`config.mk`:
```
export PLATFORM = sky130hd
export DESIGN_NAME = pair_rank_by_global_count_and_pt
export DESIGN_NICKNAME = d
export VERILOG_FILES = /design/src/rtl/prgc_pkg.sv /design/src/rtl/prgc_key_cmp.sv /design/src/rtl/pair_rank_by_global_count_and_pt.sv
export SDC_FILE = /design/constraint.sdc
export NUM_CORES = 2
export LEC_CHECK = 0
export BUFFER_PORTS_ARGS = -buffer_cell sky130_fd_sc_hd__buf_2
export CORE_ASPECT_RATIO = 1.2
export CORE_MARGIN = 3
export CORE_UTILIZATION = 60
export CTS_CLUSTER_SIZE = 10
export DETAILED_ROUTE_END_ITERATION = 7
export PLACE_DENSITY = 0.76
export SLEW_MARGIN = 10
export SYNTH_ARGS = -nofsm -noshare
export SYNTH_HDL_FRONTEND = slang
export SYNTH_SLANG_ARGS = --single-unit
```
`constraint.sdc`:
```
create_clock -name i_clk -period 3.55 [get_ports i_clk]
set_input_delay 0.5325 -clock i_clk [delete_from_list [all_inputs] [get_ports i_clk]]
set_output_delay 0.5325 -clock i_clk [all_outputs]
set_load 0.03 [all_outputs]
```
`src/rtl/prgc_pkg.sv`:
```
// Package for the pair ranking block: key layout, key type and key builder.
// No dependencies; imported by prgc_key_cmp and pair_rank_by_global_count_and_pt.
`timescale 1ns / 1ps

package prgc_pkg;

    localparam int PT_W   = 24;            // pair pt, 1/256 GeV
    localparam int GCNT_W = 2;             // global daughter count, 0..2
    localparam int KEY_W  = GCNT_W + PT_W;
    localparam int OUT_W  = 6;             // pair_index and rank result width

    typedef logic [KEY_W-1:0] t_key;

    // count in the top bits, pt below
    function automatic t_key make_key(input logic flag_a, input logic flag_b,
                                      input logic [PT_W-1:0] pt);
        logic [GCNT_W-1:0] cnt;
        cnt = {1'b0, flag_a} + {1'b0, flag_b};
        return {cnt, pt};
    endfunction

endpackage

```
`src/rtl/prgc_key_cmp.sv`:
```
// Shared key comparator: says whether pair j ranks ahead of pair i.
// Depends on prgc_pkg (t_key).
`timescale 1ns / 1ps

module prgc_key_cmp #(
    parameter int IDX_W = 6
) (
    input  prgc_pkg::t_key   i_key_i,
    input  prgc_pkg::t_key   i_key_j,
    input  logic [IDX_W-1:0] i_idx_i,
    input  logic [IDX_W-1:0] i_idx_j,
    output logic             o_ahead
);
    import prgc_pkg::*;

    // ties go to the lower pair index
    assign o_ahead = (i_key_j > i_key_i) || ((i_key_j == i_key_i) && (i_idx_j < i_idx_i));

endmodule

```
`src/rtl/pair_rank_by_global_count_and_pt.sv`:
```
// Top level of the pair ranking block: flag table, key store, sequencer.
// Depends on prgc_pkg and prgc_key_cmp.
//
//  channel   direction  handshake             payload
//  command   in         start && !busy        i_mode, i_muon_index, i_is_global, i_pair_pt,
//                                             i_first_daughter, i_second_daughter, i_last_pair
//  result    out        o_valid, one cycle    o_pair_index, o_rank, o_last_out
//
// A flag write is done on acceptance; a pair reads the flag table, then writes its key.
// On the last pair the run emits n results; each steps ST_RDI, ST_LDI, then ST_CMP
// against every stored pair in turn, as one key store read port feeds one comparator.
// Synchronous active-low reset clears the sequencer, pair count and result strobe.
// busy is high through the whole pair and ranking sequence; results cannot be stalled.
`timescale 1ns / 1ps

module pair_rank_by_global_count_and_pt #(
    parameter int MAX_PAIRS = 64,
    parameter int MAX_MUONS = 256
) (
    input  logic                       i_clk,
    input  logic                       i_rst_n,
    input  logic                       start,
    output logic                       busy,
    input  logic                       i_mode,
    input  logic [7:0]                 i_muon_index,
    input  logic                       i_is_global,
    input  logic [prgc_pkg::PT_W-1:0]  i_pair_pt,
    input  logic [7:0]                 i_first_daughter,
    input  logic [7:0]                 i_second_daughter,
    input  logic                       i_last_pair,
    output logic                       o_valid,
    output logic [prgc_pkg::OUT_W-1:0] o_pair_index,
    output logic [prgc_pkg::OUT_W-1:0] o_rank,
    output logic                       o_last_out
);
    import prgc_pkg::*;

    localparam int PAW = (MAX_PAIRS > 1) ? $clog2(MAX_PAIRS) : 1;
    localparam int CW  = $clog2(MAX_PAIRS + 1);
    localparam int MAW = $clog2(MAX_MUONS);

    localparam logic [2:0] ST_IDLE = 3'd0;
    localparam logic [2:0] ST_KEY  = 3'd1;
    localparam logic [2:0] ST_RDI  = 3'd2;
    localparam logic [2:0] ST_LDI  = 3'd3;
    localparam logic [2:0] ST_CMP  = 3'd4;

    logic [2:0]       r_state, n_state;
    logic [CW-1:0]    r_cnt, n_cnt;
    logic [PAW-1:0]   r_i, n_i;
    logic [PAW-1:0]   r_j, n_j;
    logic [OUT_W-1:0] r_rank, n_rank;
    t_key             r_ki, n_ki;
    logic [PT_W-1:0]  r_pt;
    logic             r_last;
    logic             r_in_a, r_in_b;
    logic             r_fa, r_fb;
    logic             r_valid, n_valid;
    logic [OUT_W-1:0] r_o_idx, n_o_idx;
    logic [OUT_W-1:0] r_o_rank, n_o_rank;
    logic             r_o_last, n_o_last;

    logic             flag_mem [MAX_MUONS];
    t_key             key_mem  [MAX_PAIRS];
    t_key             r_kq;

    logic             accept;
    logic             flag_we;
    logic             key_we;
    logic [PAW-1:0]   key_ra;
    logic [PAW-1:0]   last_idx;
    logic             ahead;

    assign accept   = start && !busy;
    assign busy     = (r_state != ST_IDLE);
    assign flag_we  = accept && !i_mode && ({1'b0, i_muon_index} < 9'(MAX_MUONS));
    assign key_we   = (r_state == ST_KEY) && (r_cnt < CW'(MAX_PAIRS));
    assign last_idx = PAW'(r_cnt - 1'b1);

    // flag table: one write port, two registered read ports for the daughters
    always_ff @(posedge i_clk) begin
        if (flag_we) begin
            flag_mem[i_muon_index[MAW-1:0]] <= i_is_global;
        end
        r_fa <= flag_mem[i_first_daughter[MAW-1:0]];
        r_fb <= flag_mem[i_second_daughter[MAW-1:0]];
    end

    // key store: one write port, one registered read port
    always_ff @(posedge i_clk) begin
        if (key_we) begin
            key_mem[r_cnt[PAW-1:0]] <= make_key(r_fa && r_in_a, r_fb && r_in_b, r_pt);
        end
        r_kq <= key_mem[key_ra];
    end

    always_comb begin
        case (r_state)
            ST_RDI:  key_ra = r_i;
            ST_CMP:  key_ra = r_j + 1'b1;
            default: key_ra = '0;
        endcase
    end

    prgc_key_cmp #(
        .IDX_W (PAW)
    ) u_cmp (
        .i_key_i (r_ki),
        .i_key_j (r_kq),
        .i_idx_i (r_i),
        .i_idx_j (r_j),
        .o_ahead (ahead)
    );

    always_comb begin
        n_state  = r_state;
        n_cnt    = r_cnt;
        n_i      = r_i;
        n_j      = r_j;
        n_rank   = r_rank;
        n_ki     = r_ki;
        n_valid  = 1'b0;
        n_o_idx  = r_o_idx;
        n_o_rank = r_o_rank;
        n_o_last = r_o_last;
        case (r_state)
            ST_IDLE: begin
                if (accept && i_mode) begin
                    n_state = ST_KEY;
                end
            end
            ST_KEY: begin
                if (key_we) begin
                    n_cnt = r_cnt + 1'b1;
                end
                if (r_last) begin
                    n_i     = '0;
                    n_state = ST_RDI;
                end else begin
                    n_state = ST_IDLE;
                end
            end
            ST_RDI: begin
                n_state = ST_LDI;
            end
            ST_LDI: begin
                n_ki    = r_kq;
                n_j     = '0;
                n_rank  = '0;
                n_state = ST_CMP;
            end
            ST_CMP: begin
                n_rank = r_rank + OUT_W'(ahead);
                n_j    = r_j + 1'b1;
                if (r_j == last_idx) begin
                    n_valid  = 1'b1;
                    n_o_idx  = OUT_W'(r_i);
                    n_o_rank = r_rank + OUT_W'(ahead);
                    n_o_last = (r_i == last_idx);
                    if (r_i == last_idx) begin
                        n_cnt   = '0;
                        n_state = ST_IDLE;
                    end else begin
                        n_i     = r_i + 1'b1;
                        n_state = ST_RDI;
                    end
                end
            end
            default: begin
                n_state = ST_IDLE;
            end
        endcase
    end

    always_ff @(posedge i_clk) begin
        if (!i_rst_n) begin
            r_state <= ST_IDLE;
            r_cnt   <= '0;
            r_valid <= 1'b0;
        end else begin
            r_state <= n_state;
            r_cnt   <= n_cnt;
            r_valid <= n_valid;
        end
    end

    always_ff @(posedge i_clk) begin
        r_i      <= n_i;
        r_j      <= n_j;
        r_rank   <= n_rank;
        r_ki     <= n_ki;
        r_o_idx  <= n_o_idx;
        r_o_rank <= n_o_rank;
        r_o_last <= n_o_last;
        if (accept && i_mode) begin
            r_pt   <= i_pair_pt;
            r_last <= i_last_pair;
            // out-of-range daughters count as not global
            r_in_a <= ({1'b0, i_first_daughter} < 9'(MAX_MUONS));
            r_in_b <= ({1'b0, i_second_daughter} < 9'(MAX_MUONS));
        end
    end

    assign o_valid      = r_valid;
    assign o_pair_index = r_o_idx;
    assign o_rank       = r_o_rank;
    assign o_last_out   = r_o_last;

    a_last_frees: assert property (@(posedge i_clk) disable iff (!i_rst_n)
        (o_valid && o_last_out) |-> !busy)
        else $error("last result while still busy");

    a_mid_busy: assert property (@(posedge i_clk) disable iff (!i_rst_n)
        (o_valid && !o_last_out) |-> busy)
        else $error("run ended without a last result");

    a_strobe_gap: assert property (@(posedge i_clk) disable iff (!i_rst_n)
        o_valid |=> !o_valid)
        else $error("results on adjacent cycles");

    a_j_bound: assert property (@(posedge i_clk) disable iff (!i_rst_n)
        (r_state == ST_CMP) |-> (CW'(r_j) < r_cnt))
        else $error("compare index beyond pair count");

    a_pair_busy: assert property (@(posedge i_clk) disable iff (!i_rst_n)
        (accept && i_mode) |=> busy)
        else $error("pair transaction did not raise busy");

endmodule
```
==> results.sh <==
export IMPL_status="finished clean"
export IMPL_synth_simple_area_share_pct=12.3
export IMPL_cts_sinks=2041
export IMPL_critical_path_class="register to register"
export IMPL_cts_setup_buffers=0
export IMPL_avgSynthCellArea_um2=13.9
export IMPL_min_period_ns=3.50
export IMPL_ys_types=83
export IMPL_dr_pass1_iters=6
export IMPL_power_switching_mw=10.1
export IMPL_clock_power_share_pct=42.2
export IMPL_dpl_hpwl_mm=142
export IMPL_fmax_mhz=285
export IMPL_final_setup_skew_ns=0.0814
export IMPL_ys_seq_area_share_pct=71.5
export IMPL_dr_total_vias=56100
export IMPL_path_clk_slew_ns=0.06
export IMPL_max_slew_margin_pct=18.4
export IMPL_end_kind="register"
export IMPL_row_count=150
export IMPL_syn_area_mm2=0.0851
export IMPL_ir_drop_v=0.000505
export IMPL_crit_fanout=20
export IMPL_antenna_left=0
export IMPL_overflow=0
export IMPL_synthXorXnorAreaFrac_pct=0.332
export IMPL_syn_nets=6205
export IMPL_antenna_found_initial=12
export IMPL_post_drt_wl_per_cell_um=29.3
export IMPL_area_delta_synth_final_pct=13.6
export IMPL_yosysTopAreaCell="edfxtp_1"
export IMPL_grt_total_usage_pct=33.2
export IMPL_worst_slew_pin_slew_ns=1.22
export IMPL_period_share_pct=98.7
export IMPL_p_sw_share_pct=20.9
export IMPL_hp_class="primary input to register"
export IMPL_drc=0
export IMPL_synth_edff_count=2002
export IMPL_ys_top_cells_by_count="2002 x edfxtp_1, 1221 x nand2_1, 368 x nor2_1"
export IMPL_dpl_cell_area_mm2=0.0901
export IMPL_synth_top_area_share_pct=70.6
export IMPL_cts_buffers=223
export IMPL_synth_warnings=0
export IMPL_synthMuxAreaShare_pct=4.95
export IMPL_via_per_inst=6.74
export IMPL_rsz0062_at_grt="false"
export IMPL_grt_pass1_vias=55100
export IMPL_yosysMostFrequentCell="edfxtp_1"
export IMPL_wl_mm=244
export IMPL_cts_root_buffer="clkbuf_16"
export IMPL_nets=6502
export IMPL_power_density_mw_per_mm2=502
export IMPL_synthAdderAreaFrac_pct=0.559
export IMPL_leakage_nw=33.0
export IMPL_dieArea_mm2=0.146
export IMPL_final_setup_tns_ns=0
export IMPL_n_fill_cell=9032
export IMPL_die_width_um=350
export IMPL_required_ns=4.26
export IMPL_clock_latency_ns=0.88
export IMPL_p_int_mw=38.4
export IMPL_combPwrFrac_pct=3.0
export IMPL_final_max_slew_viol_count=0
export IMPL_drv_cap=0
export IMPL_cp_arrival_ns=4.22
export IMPL_coreArea_mm2=0.140
export IMPL_synthArstFlopShare_pct=0
export IMPL_synth_seq_cells=2041
export IMPL_grt_pass1_wl_mm=356
export IMPL_drive_gt1_share_pct=15.8
export IMPL_synth_compound_area_share_pct=7.82
export IMPL_cts_tree="yes"
export IMPL_io_pins=69
export IMPL_synth_top_family_by_area="simple AND/OR/NAND/NOR gates"
export IMPL_finalSetupViolations=0
export IMPL_placement_io_buffers=68
export IMPL_ys_flop_type="edfxtp_1"
export IMPL_fp_dieH_um=419
export IMPL_hold_viol=0
export IMPL_cts_max_level=4
export IMPL_post_synth_main_area_contributors="edfxtp_1 71%, nand2_1 5.4%, and3_1 2.2%"
export IMPL_gp_congestion=0.940
export IMPL_postLayoutCellArea_mm2=0.0967
export IMPL_grt_max_degree=131
export IMPL_initial_core_util_pct=60.8
export IMPL_startpoint_type="register"
export IMPL_clockBufferDepth=3
export IMPL_synthCells=6113
export IMPL_drtIter0Drc=8089
export IMPL_power_frac_seq_pct=54.7
registers in the layout, indices dropped and copies added, names as in the netlist:
register and cells:
r_ki 26, o_pair_index 6, o_valid 1, r_rank 6, r_j 6, r_cnt 7
flag_mem 256, r_i 6, key_mem 1664, r_last 1, r_state 3, r_pt 24
r_kq 26, o_last_out 1, r_fb 1, o_rank 6, r_fa 1
logic make-up (layout without fill, tap and decap cells):
logic type,after synthesis,count (layout)
AOI/OAI and AO/OA,905,905
buffers and inverters,491,875
xor gates and xnor gates,26,26
other,0,2
and+or+nand+nor,2305,2306
muxes,307,307
DFF,2041,2041
adders and majority gates,38,38
through the flow:
step | power, mW | hold slack (ns) | cells | setup WS (ns) | util (%)
after global routing | 49.6 | 0.0702 | 8322 | 0.00318 | 69.1
final | 48.6 | 0.128 | 8324 | 0.0457 | 69.1
after floorplan | 27.8 | 0.408 | 6113 | 0.375 | -
after global placement | 28.4 | 0.416 | 7982 | 0.0783 | 64.3
after detailed placement | 28.5 | 0.421 | 7982 | 0.00517 | 64.3
after CTS | 48.6 | 0.0649 | 8321 | 0.0140 | 69.0
worst max-delay path: stages (launching register included):
cell and delay [ns]:
edfxtp_1 0.50, ha_1 0.38, nand4bb_4 0.23, nand2_8 0.28, buf_12 0.26, buf_4 0.28
mux2_2 0.37, a22oi_1 0.34, nand2_1 0.12, o221ai_1 0.50, nor4b_2 0.09
path summary, 6_finish.rpt:
kind | slack, ns | endpoint | depth (start not counted) | startpoint
setup reg to reg | 0.05 | r_kq[22] | 10 | r_j[1]
hold / removal | 0.13 | r_fa | 2 | i_first_daughter[6]
hold reg to reg | 0.41 | r_ki[23] | 0 | r_kq[23]
setup / recovery | 0.05 | r_kq[22] | 10 | r_j[1]
layout make-up:
type	instances	area (µm²)	share of cell area [%]
inverter	46	173	0.179
clock inverter	18	433	0.448
clock buffer	295	5860	6.06
antenna	2	5.00	0.00518
sequential	2041	60900	63.0
multi-input combinational	3582	22400	23.2
tap	1824	2280	2.36
timing repair buffer	516	4610	4.77
cells in the final DEF (no fill, tap or decap), drive strengths merged, types with 81 or more instances in the layout:
cell,instances
mux2,100
buf,490
a311oi,82
mux4,81
and3,297
nand3,266
a211oi,188
nor2,368
mux2i,126
edfxtp,2002
a31oi,182
nand2,1222
clkbuf,295
power groups by stage:
stage | clock (mW) | combinational [mW] | sequential (mW)
floorplan | 0 | 0.624 | 27.2
global placement | 0 | 1.37 | 27.1
detailed placement | 0 | 1.41 | 27.1
CTS | 20.6 | 1.44 | 26.6
global route | 21.6 | 1.53 | 26.6
finish | 20.5 | 1.48 | 26.6
per-layer routing:
layer | wire length, µm | GRT usage, % | vias to the layer above
met5 | 67 | 0 | -
met1 | 84500 | 42.0 | 27800
li1 | - | - | 23800
met2 | 116000 | 52.9 | 3735
met4 | 16700 | 20.3 | 10
met3 | 27100 | 7.30 | 726
repair_timing:
item / in CTS / in global routing
gates resized for setup: 1 / 4
setup endpoints to repair: 2 / 7
hold buffers: 26 / 0
cloned: 0 / 1
hold endpoints to repair: 26 / 0
Note: power is estimated with default switching activity, not from simulation.
